**src/hw/rtl/cbr_pkg.sv**
```systemverilog
// Shared types and constants for the cubic bisection root finder.
package cbr_pkg;

	localparam int DATA_W = 32;
	localparam int TOL_W  = 31;
	localparam int ITER_W = 6;
	localparam int ADDR_W = 4;

	// register index, taken from paddr[3:2]
	localparam logic [1:0] REG_COEF_CONST  = 2'd0;
	localparam logic [1:0] REG_COEF_LINEAR = 2'd1;
	localparam logic [1:0] REG_COEF_SQUARE = 2'd2;
	localparam logic [1:0] REG_COEF_CUBE   = 2'd3;

	typedef struct packed {
		logic signed [DATA_W-1:0] lower_bound;
		logic signed [DATA_W-1:0] upper_bound;
		logic        [TOL_W-1:0]  tolerance;
	} in_t;

	typedef struct packed {
		logic signed [DATA_W-1:0] root;
		logic        [ITER_W-1:0] iterations;
		logic                     no_sign_change;
		logic                     hit_limit;
	} out_t;

	typedef struct packed {
		logic signed [DATA_W-1:0] c0;
		logic signed [DATA_W-1:0] c1;
		logic signed [DATA_W-1:0] c2;
		logic signed [DATA_W-1:0] c3;
	} coef_t;

	typedef struct packed {
		logic busy;
		logic done;
	} eval_stat_t;

	typedef enum logic [2:0] {
		ST_IDLE,
		ST_EVAL_A,
		ST_EVAL_B,
		ST_EVAL_M,
		ST_CHECK,
		ST_DONE
	} state_t;

endpackage

```
**src/hw/rtl/cbr_cfg.sv**
```systemverilog
// APB register file holding the four cubic coefficients.
module cbr_cfg
	import cbr_pkg::*;
(
	input  logic              clk,
	input  logic              arst_n,
	input  logic              psel,
	input  logic              penable,
	input  logic              pwrite,
	input  logic [ADDR_W-1:0] paddr,
	input  logic [DATA_W-1:0] pwdata,
	output logic [DATA_W-1:0] prdata,
	output logic              pready,
	output coef_t             coef
);

	coef_t      coef_q;
	logic       wr_en;
	logic [1:0] reg_idx;

	assign pready  = 1'b1;
	assign wr_en   = psel & penable & pwrite;
	assign reg_idx = paddr[3:2];
	assign coef    = coef_q;

	always_ff @(posedge clk or negedge arst_n) begin
		if (!arst_n) begin
			coef_q <= '0;
		end else if (wr_en) begin
			unique case (reg_idx)
				REG_COEF_CONST:  coef_q.c0 <= pwdata;
				REG_COEF_LINEAR: coef_q.c1 <= pwdata;
				REG_COEF_SQUARE: coef_q.c2 <= pwdata;
				REG_COEF_CUBE:   coef_q.c3 <= pwdata;
				default:         coef_q    <= coef_q;
			endcase
		end
	end

	always_comb begin
		unique case (reg_idx)
			REG_COEF_CONST:  prdata = coef_q.c0;
			REG_COEF_LINEAR: prdata = coef_q.c1;
			REG_COEF_SQUARE: prdata = coef_q.c2;
			REG_COEF_CUBE:   prdata = coef_q.c3;
			default:         prdata = '0;
		endcase
	end

endmodule

```
**src/hw/rtl/cbr_horner.sv**
```systemverilog
// Horner evaluator for the cubic on one shared 32x32 multiplier.
module cbr_horner
	import cbr_pkg::*;
#(
	parameter int FRAC_BITS = 16
) (
	input  logic                     clk,
	input  logic                     arst_n,
	input  logic                     start,
	input  logic signed [DATA_W-1:0] x,
	input  coef_t                    coef,
	output eval_stat_t               stat,
	output logic signed [DATA_W-1:0] y
);

	localparam int PROD_W = 2 * DATA_W;

	logic                     run_q;
	logic                     done_q;
	logic                     mul_done_q;
	logic [1:0]               term_q;
	logic signed [DATA_W-1:0] x_q;
	logic signed [DATA_W-1:0] acc_q;
	logic signed [PROD_W-1:0] prod_s1;
	logic signed [PROD_W-1:0] prod_shr;
	logic signed [DATA_W-1:0] addend;
	logic        [PROD_W:0]   sum;
	logic signed [DATA_W-1:0] sum_sat;
	logic                     sat_hi;
	logic                     sat_lo;

	always_comb begin
		unique case (term_q)
			2'd0:    addend = coef.c2;
			2'd1:    addend = coef.c1;
			default: addend = coef.c0;
		endcase
	end

	// arithmetic shift gives the floor
	assign prod_shr = prod_s1 >>> FRAC_BITS;
	assign sum      = {prod_shr[PROD_W-1], prod_shr} +
	                  {{(PROD_W-DATA_W+1){addend[DATA_W-1]}}, addend};
	assign sat_lo   = sum[PROD_W] & ~(&sum[PROD_W-1:DATA_W-1]);
	assign sat_hi   = ~sum[PROD_W] & (|sum[PROD_W-1:DATA_W-1]);

	always_comb begin
		if (sat_hi) begin
			sum_sat = {1'b0, {(DATA_W-1){1'b1}}};
		end else if (sat_lo) begin
			sum_sat = {1'b1, {(DATA_W-1){1'b0}}};
		end else begin
			sum_sat = sum[DATA_W-1:0];
		end
	end

	always_ff @(posedge clk or negedge arst_n) begin
		if (!arst_n) begin
			run_q      <= 1'b0;
			done_q     <= 1'b0;
			mul_done_q <= 1'b0;
			term_q     <= '0;
		end else begin
			done_q <= 1'b0;
			if (start) begin
				run_q      <= 1'b1;
				mul_done_q <= 1'b0;
				term_q     <= '0;
			end else if (run_q) begin
				mul_done_q <= ~mul_done_q;
				if (mul_done_q) begin
					term_q <= term_q + 2'd1;
					if (term_q == 2'd2) begin
						run_q  <= 1'b0;
						done_q <= 1'b1;
					end
				end
			end
		end
	end

	always_ff @(posedge clk) begin
		if (start) begin
			x_q   <= x;
			acc_q <= coef.c3;
		end else if (run_q) begin
			if (!mul_done_q) begin
				prod_s1 <= acc_q * x_q;
			end else begin
				acc_q <= sum_sat;
			end
		end
	end

	assign stat.busy = run_q;
	assign stat.done = done_q;
	assign y         = acc_q;

endmodule

```
**src/hw/rtl/cubic_bisection_root_core.sv**
```systemverilog
// Top level: bisection sequencer around the cubic evaluator and coefficient registers.
//
//  channel | direction | handshake          | word
//  in      | into core | in_valid/in_stall   | in_t: lower_bound, upper_bound, tolerance
//  out     | from core | out_valid/out_stall | out_t: root, iterations, flags
//  cfg     | into core | APB psel/penable    | coefficients c0..c3 at 0x0..0xC
//
// One cubic evaluation runs three multiply/add pairs on the shared multiplier.
// The input is stalled from acceptance until the result is placed in the output register.
// A result waiting on out_stall does not block the next input word.
// Reset clears control state and the coefficients to zero.
module cubic_bisection_root_core
	import cbr_pkg::*;
#(
	parameter int MAX_ITER  = 32,
	parameter int FRAC_BITS = 16
) (
	input  logic              clk,
	input  logic              arst_n,
	input  logic              in_valid,
	output logic              in_stall,
	input  in_t               in_data,
	output logic              out_valid,
	input  logic              out_stall,
	output out_t              out_data,
	input  logic              psel,
	input  logic              penable,
	input  logic              pwrite,
	input  logic [ADDR_W-1:0] paddr,
	input  logic [DATA_W-1:0] pwdata,
	output logic [DATA_W-1:0] prdata,
	output logic              pready
);

	localparam int CNT_W = $clog2(MAX_ITER + 1);

	coef_t                    coef;
	eval_stat_t               ev_stat;
	logic signed [DATA_W-1:0] ev_y;
	logic                     ev_start;
	logic signed [DATA_W-1:0] ev_x;

	state_t                   state_q;
	state_t                   state_nx;

	logic signed [DATA_W-1:0] a_q;
	logic signed [DATA_W-1:0] b_q;
	logic signed [DATA_W-1:0] mid_q;
	logic        [TOL_W-1:0]  tol_q;
	logic        [CNT_W-1:0]  cnt_q;
	logic                     ya_pos_q;
	logic                     ya_neg_q;
	logic                     yb_pos_q;
	logic                     yb_neg_q;
	logic                     zero_q;
	logic                     nsc_q;
	logic                     capped_q;
	logic                     out_valid_q;
	out_t                     out_q;

	logic                     in_acc;
	logic                     ld_ya;
	logic                     ld_yb;
	logic                     ld_step;
	logic                     ld_out;
	logic                     chk_stop;

	logic        [DATA_W:0]   ab_sum;
	logic signed [DATA_W-1:0] mid_nx;
	logic                     y_pos;
	logic                     y_neg;
	logic        [DATA_W:0]   diff;
	logic        [DATA_W:0]   width;
	logic                     in_tol;
	logic                     at_cap;
	logic [CNT_W+ITER_W-1:0]  cnt_ext;

	cbr_cfg u_cfg (
		.clk     (clk),
		.arst_n  (arst_n),
		.psel    (psel),
		.penable (penable),
		.pwrite  (pwrite),
		.paddr   (paddr),
		.pwdata  (pwdata),
		.prdata  (prdata),
		.pready  (pready),
		.coef    (coef)
	);

	cbr_horner #(
		.FRAC_BITS (FRAC_BITS)
	) u_horner (
		.clk    (clk),
		.arst_n (arst_n),
		.start  (ev_start),
		.x      (ev_x),
		.coef   (coef),
		.stat   (ev_stat),
		.y      (ev_y)
	);

	// datapath terms
	assign ab_sum = {a_q[DATA_W-1], a_q} + {b_q[DATA_W-1], b_q};
	assign mid_nx = ab_sum[DATA_W:1];
	assign y_pos  = ~ev_y[DATA_W-1] & (|ev_y);
	assign y_neg  = ev_y[DATA_W-1];
	assign diff   = {b_q[DATA_W-1], b_q} - {a_q[DATA_W-1], a_q};
	assign width  = diff[DATA_W] ? (~diff + 1'b1) : diff;
	assign in_tol = width <= {{(DATA_W+1-TOL_W){1'b0}}, tol_q};
	assign at_cap = cnt_q >= CNT_W'(MAX_ITER);
	assign chk_stop = zero_q | in_tol | at_cap;
	assign cnt_ext  = {{ITER_W{1'b0}}, cnt_q};

	// next state
	always_comb begin
		state_nx = state_q;
		unique case (state_q)
			ST_IDLE:   if (in_valid) state_nx = ST_EVAL_A;
			ST_EVAL_A: if (ev_stat.done) state_nx = ST_EVAL_B;
			ST_EVAL_B: if (ev_stat.done) state_nx = ST_EVAL_M;
			ST_EVAL_M: if (ev_stat.done) state_nx = ST_CHECK;
			ST_CHECK:  state_nx = chk_stop ? ST_DONE : ST_EVAL_M;
			ST_DONE:   if (!out_valid_q || !out_stall) state_nx = ST_IDLE;
			default:   state_nx = ST_IDLE;
		endcase
	end

	// sequencer outputs
	always_comb begin
		in_acc   = 1'b0;
		ld_ya    = 1'b0;
		ld_yb    = 1'b0;
		ld_step  = 1'b0;
		ld_out   = 1'b0;
		ev_start = 1'b0;
		ev_x     = b_q;
		unique case (state_q)
			ST_IDLE: begin
				in_acc   = in_valid;
				ev_start = in_valid;
				ev_x     = in_data.lower_bound;
			end
			ST_EVAL_A: begin
				ld_ya    = ev_stat.done;
				ev_start = ev_stat.done;
				ev_x     = b_q;
			end
			ST_EVAL_B: begin
				ld_yb    = ev_stat.done;
				ev_start = ev_stat.done;
				ev_x     = mid_nx;
			end
			ST_EVAL_M: begin
				ld_step = ev_stat.done;
			end
			ST_CHECK: begin
				ev_start = ~chk_stop;
				ev_x     = mid_nx;
			end
			ST_DONE: begin
				ld_out = ~out_valid_q | ~out_stall;
			end
			default: begin
				ev_start = 1'b0;
			end
		endcase
	end

	always_ff @(posedge clk or negedge arst_n) begin
		if (!arst_n) begin
			state_q     <= ST_IDLE;
			out_valid_q <= 1'b0;
		end else begin
			state_q <= state_nx;
			if (ld_out) begin
				out_valid_q <= 1'b1;
			end else if (!out_stall) begin
				out_valid_q <= 1'b0;
			end
		end
	end

	always_ff @(posedge clk) begin
		if (in_acc) begin
			a_q   <= in_data.lower_bound;
			b_q   <= in_data.upper_bound;
			tol_q <= in_data.tolerance;
			cnt_q <= '0;
		end
		if (ld_ya) begin
			ya_pos_q <= y_pos;
			ya_neg_q <= y_neg;
		end
		if (ld_yb) begin
			yb_pos_q <= y_pos;
			yb_neg_q <= y_neg;
			nsc_q    <= ~((ya_neg_q & y_pos) | (ya_pos_q & y_neg));
		end
		if (ev_start && (state_q == ST_EVAL_B || state_q == ST_CHECK)) begin
			mid_q <= mid_nx;
		end
		if (ld_step) begin
			// an end whose value shares the midpoint's strict sign moves in
			if ((y_pos && ya_pos_q) || (y_neg && ya_neg_q)) a_q <= mid_q;
			if ((y_pos && yb_pos_q) || (y_neg && yb_neg_q)) b_q <= mid_q;
			cnt_q  <= cnt_q + CNT_W'(1);
			zero_q <= ~(|ev_y);
		end
		if (state_q == ST_CHECK) begin
			capped_q <= ~zero_q & ~in_tol;
		end
		if (ld_out) begin
			out_q.root           <= mid_q;
			out_q.iterations     <= cnt_ext[ITER_W-1:0];
			out_q.no_sign_change <= nsc_q;
			out_q.hit_limit      <= capped_q;
		end
	end

	assign in_stall  = (state_q != ST_IDLE);
	assign out_valid = out_valid_q;
	assign out_data  = out_q;

	a_start_idle: assert property (@(posedge clk) disable iff (!arst_n)
		ev_start |-> (!ev_stat.busy || ev_stat.done))
		else $error("evaluator restarted mid-evaluation");

	a_done_in_eval: assert property (@(posedge clk) disable iff (!arst_n)
		ev_stat.done |-> (state_q == ST_EVAL_A || state_q == ST_EVAL_B ||
		                  state_q == ST_EVAL_M))
		else $error("evaluation finished outside an evaluation state");

	a_cnt_bound: assert property (@(posedge clk) disable iff (!arst_n)
		(state_q == ST_CHECK || state_q == ST_DONE) |->
		(cnt_q != '0 && cnt_q <= CNT_W'(MAX_ITER)))
		else $error("step count out of range");

	a_cap_count: assert property (@(posedge clk) disable iff (!arst_n)
		$rose(out_valid_q) && out_q.hit_limit |->
		out_q.iterations == ITER_W'(MAX_ITER))
		else $error("cap flagged below the step limit");

endmodule

```
**config.mk**
```make
export PLATFORM = sky130hd
export DESIGN_NAME = cubic_bisection_root_core
export DESIGN_NICKNAME = d
export VERILOG_FILES = /design/src/hw/rtl/cbr_pkg.sv /design/src/hw/rtl/cbr_cfg.sv /design/src/hw/rtl/cbr_horner.sv /design/src/hw/rtl/cubic_bisection_root_core.sv
export SDC_FILE = /design/constraint.sdc
export NUM_CORES = 2
export LEC_CHECK = 0
export ABC_CLOCK_PERIOD_IN_PS = 11150
export BUFFER_PORTS_ARGS = -buffer_cell sky130_fd_sc_hd__buf_2
export CAP_MARGIN = 20
export CORE_MARGIN = 2
export CORE_UTILIZATION = 55
export CTS_CLUSTER_SIZE = 40
export DETAILED_ROUTE_END_ITERATION = 10
export PLACE_DENSITY = 0.75
export SLEW_MARGIN = 20
export SYNTH_ARGS = -nofsm -noshare
export SYNTH_HDL_FRONTEND = slang
export SYNTH_HIERARCHICAL = 1
export SYNTH_SLANG_ARGS = --single-unit
```
**constraint.sdc**
```tcl
create_clock -name clk -period 11.15 [get_ports clk]
set_input_delay 1.115 -clock clk [delete_from_list [all_inputs] [get_ports clk]]
set_output_delay 1.115 -clock clk [all_outputs]
set_load 0.02 [all_outputs]
```
**After elaboration in Yosys (flattened, before gate mapping)**

Index checks and enable logic that the tools add are counted.
Widths: inputs -> output; s select.

- Input bits: 138
- Bits in registers: 445

- $lt $le $gt $ge: 2
- Reductions and logical operators: 30
- Bitwise gates (word level): 25
- Mux-type cells: 45
- Add/subtract/negate cells: 6
- Equality and inequality tests: 16
- Multipliers: 1

Operator list:

| cell | number |
|---|---|
| $mux 32 | 11 |
| $pmux 32 s2 | 2 |
| $pmux 32 s4 | 1 |
| $mul 32x32->64 | 1 |
| $add 48x32->49 | 1 |
| $add 32x32->33 | 1 |
| $add 33x1->33 const B | 1 |
| $le 33x31->1 | 1 |
| $mux 33 | 1 |
| $not 33->33 | 1 |
| $reduce_and 33->1 | 1 |
| $reduce_or 33->1 | 1 |
| $sub 32x32->33 | 1 |
| $reduce_or 32->1 | 1 |
| $mux 3 | 6 |
| $pmux 3 s6 | 1 |
| $mux 1 | 17 |
| $mux 6 | 2 |
| $not 1->1 | 12 |
| $reduce_and 2->1 | 5 |
| $and 1x1->1 | 8 |
| $ne 2x1->1 const B | 4 |
| $add 6x1->6 const B | 1 |
| $eq 2x2->1 const B | 3 |
| 20 further kinds | 41 |

**Logic depth before layout (Yosys ltp)**

- Depth in word-level cells: 11
- Gate-level depth with buffers: 30
- Gate-level depth less buffers: 28

**Cells and area by module**

The synthesis kept the hierarchy.

Modules (own cells, without submodules):

| module | instances | cells an instance | area each (sq um) |
|---|---|---|---|
| cbr_horner | 1 | 4552 | 43138.9 |
| cubic_bisection_root_core | 1 | 1449 | 12772.2 |
| cbr_cfg | 1 | 319 | 5659.2 |

**Worst setup path after synthesis**

No wires, ideal clock.

- Path type: register to register
- Start: register b_q[0]
- End: register u_horner.prod_s1[16], enable pin
- Library setup time: 0.523 ns
- Cell stages (with the launch flop): 28
- Arrival time: 9.937 ns
- Buffers on the path: 3
- Path slack: 0.690 ns
- Required time: 10.627 ns
- Path through: dfxtp_1 -> inv_1 -> ha_1 -> fa_1 -> nand2b_1 -> a21oi_2 -> o31a_4 -> nor3_1 -> a2111oi_0 -> nor3b_1 -> or4_1 -> or2_1 -> o41ai_1 -> xor2_1 -> ha_1 -> a21o_1 -> a21o_1 -> a21oi_1 -> o21ai_0 -> nor2_1 -> a21oi_1 -> nor4_1 -> a2111oi_4 -> o2bb2ai_1 -> buf_4 -> buf_6 -> buf_6 -> nor3b_1

- Cells in the longest elaborated chain, start to end: 11

Ends and longest elaborated chain:

| element | line | source |
|---|---|---|
| start: declaration | cubic_bisection_root_core.sv:47 | `logic signed [DATA_W-1:0] b_q;` |
| start signal: assignment | cubic_bisection_root_core.sv:187 | `b_q <= in_data.upper_bound;` |
| start signal: assignment | cubic_bisection_root_core.sv:206 | `if ((y_pos && yb_pos_q) \|\| (y_neg && yb_neg_q)) b_q <= mid_q;` |
| $sub 32x32->33 (*) | cubic_bisection_root_core.sv:108 | `assign diff = {b_q[DATA_W-1], b_q} - {a_q[DATA_W-1], a_q};` |
| $not 33->33 | cubic_bisection_root_core.sv:109 | `assign width = diff[DATA_W] ? (~diff + 1'b1) : diff;` |
| $add 33x1->33 | cubic_bisection_root_core.sv:109 |  |
| $mux 33 (*) | cubic_bisection_root_core.sv:109 |  |
| $le 33x31->1 (*) | cubic_bisection_root_core.sv:110 | `assign in_tol = width <= {{(DATA_W+1-TOL_W){1'b0}}, tol_q};` |
| $or 1x1->1 (*) (2 in a row) | cubic_bisection_root_core.sv:112 | `assign chk_stop = zero_q \| in_tol \| at_cap;` |
| $not 1->1 (*) | cubic_bisection_root_core.sv:158 | `ev_start = ~chk_stop;` |
| $pmux 1 s3 (*) | cubic_bisection_root_core.sv:138 | `unique case (state_q)` |
| net ev_start | cubic_bisection_root_core.sv:40 | `logic ev_start;` |
| $not 1->1 (no line) (*) | - |  |
| $reduce_and 3->1 (no line) (*) | - |  |
| end signal: assignment | cbr_horner.sv:88 | `prod_s1 <= acc_q * x_q;` |
| end: declaration | cbr_horner.sv:24 | `logic signed [PROD_W-1:0] prod_s1;` |

The timed path passes the listed nets; every way through them passes the cells marked *.
A chain may end at the register's enable or synchronous reset.

**Worst setup path after layout**

- Start: register u_horner.x_q[4]
- End: register u_horner.prod_s1[62], data pin

- Cells in the longest elaborated chain, start to end: 1

Ends and longest elaborated chain:

| element | line | source |
|---|---|---|
| start: declaration | cbr_horner.sv:22 | `logic signed [DATA_W-1:0] x_q;` |
| start signal: assignment | cbr_horner.sv:84 | `x_q <= x;` |
| $mul 32x32->64 | cbr_horner.sv:88 |  |

No other way between the ends.

==> impl_metrics.yaml <==
outcome:
  status: "completed"
worst_setup_path:
  crit_required_ps: 11500
  cp_top_family: "adder cells"
  cp_max_fo: 20
  critPathBufInv: 4
  setup.worst_path.start_class: "flop"
  cp_slowest_cell: "edfxtp_1"
  cpPeakStageDelay_ps: 1070
  cp_common_cell: "fa_1"
  endpoint_kind: "flop"
  critical_path_arrival_ps: 10270
  worstSetupPathType: "flop to flop"
layout:
  nets: 7887
  multi_input_area_sq_um: 44700
  final.fill_count: 9378
  fin_area_sq_um: 65500
  layout_common_cells: "fa_1 (1084), inv_1 (1059), nand2_1 (782)"
  synthToLayoutAreaGrowth_pct: 6.35
  layout_commonest_cell: "fa_1"
  drive_gt1_frac: 0.0949
  layout.cells.non_filler: 7867
  seq_area_sq_um: 11600
yosys:
  postSynthNetCount: 7870
  postSynthAreaPerCell_sq_um: 9.74
  syn_inst: 6319
  yosys_warnings: 6
  syn_area_sq_um: 61600
timing:
  fmax_ghz: 0.101
  fin_tns_setup_ps: 0
  finalMaxSlewViolations: 0
  worst_pin_slew_ps: 1160
  hold_viol: 0
  relSlewSlack: 0.226
  period_needed_ps: 9910
  finalClockSkew_ps: 37.6
  grt_setup_unrepaired: "false"
  setup_violations: 0
  post-route-period-util: 0.889
floorplanning:
  dieHeight_um: 339
  pin_count: 213
  fp-row-count: 122
  dieWidth_um: 339
  die-area_sq_um: 115000
  core_sq_um: 111000
  start_util: 0.556
placement:
  io_buffers: 209
  dp.cells: 7771
  detailed_place.area_sq_um: 63800
  routabilityCongestion: 0.919
  dp_hpwl_mm: 125
clock_tree:
  cts.sinks: 429
  htree_levels: 2
  clk_pin_slew_ps: 70
  cts_setup_buffers: 0
  clk_path_buf_depth: 3
  cts_resized: 0
  numCtsBuffers: 49
  cts_hold_buf: 0
  cts_tree: "yes"
  clockRootBuffer: "clkbuf_16"
  clk_latency_ps: 640
routing:
  ant_nets: 0
  wl_mm: 161
  viasPerCell: 5.76
  first_iter_violations: 3588
  post_drt_wl_per_cell_um: 20.5
  post-route-drc-count: 0
  num_vias: 45337
  drtPass1Iterations: 6
global_route:
  grt_pass1_wl_mm: 260
  grt.overflow.total: 0
  antenna_found_initial: 3
  grt_pass1_vias: 48287
  grt_max_degree: 89
  grtUsageTotal: 0.287
flow_run:
  cap_violations: 0
min_path:
  hp-class: "flop to flop"
flip-flops by register name (all words and copies together) (netlist names):
register,cells
u_horner/mul_done_q,1
yb_pos_q,1
ya_neg_q,1
u_horner/x_q,32
out_data,40
u_horner/y,32
tol_q,31
yb_neg_q,1
state_q,3
nsc_q,1
u_cfg/coef,128
u_horner/prod_s1,48
u_horner/done_q,1
b_q,32
u_horner/run_q,1
out_valid,1
u_horner/term_q,2
zero_q,1
cnt_q,6
ya_pos_q,1
mid_q,32
capped_q,1
a_q,32
path summary, 6_finish.rpt:
kind	endpoint	slack (ps)	cells past startpoint	start
worst min register to register	out_data[26]	490	0	mid_q[18]
worst min-delay path	out_data[26]	490	0	mid_q[18]
worst max-delay path	u_horner/prod_s1[62]	1240	25	u_horner/x_q[4]
min in group asynchronous	u_cfg/coef[35]	520	1	arst_n
worst max register to register	u_horner/prod_s1[62]	1240	25	u_horner/x_q[4]
max in group asynchronous	u_horner/mul_done_q	9290	2	arst_n
area by class of cell:
type / instances / share of cell area
multi-input combinational: 4489 / 0.683
sequential: 429 / 0.177
inverter: 1063 / 0.0609
tap: 1488 / 0.0284
timing repair buffer: 304 / 0.0273
clock buffer: 73 / 0.0220
clock inverter: 19 / 0.00214
antenna: 2 / 0.0000764
per-stage QoR:
step | worst slack, ps | hold slack (ps) | utilization
floorplan | 690 | 400 | -
global route | 1050 | 493 | 0.591
global placement | 1640 | 471 | 0.576
CTS | 1500 | 485 | 0.590
finish | 1240 | 491 | 0.591
detailed placement | 1530 | 441 | 0.576
routing by layer:
layer / wire length [um] / global-route usage / up-vias / part of all wire
met5: 71 / 0 / - / 0.00044
met4: 9370 / 0.147 / 4 / 0.058
met3: 10200 / 0.0391 / 541 / 0.063
met2: 79200 / 0.488 / 1753 / 0.49
met1: 62500 / 0.359 / 23021 / 0.39
li1: - / - / 20018 / -
Power is not shown: default switching activity piles up to over one toggle a cycle in this logic, so the estimate is an artifact.
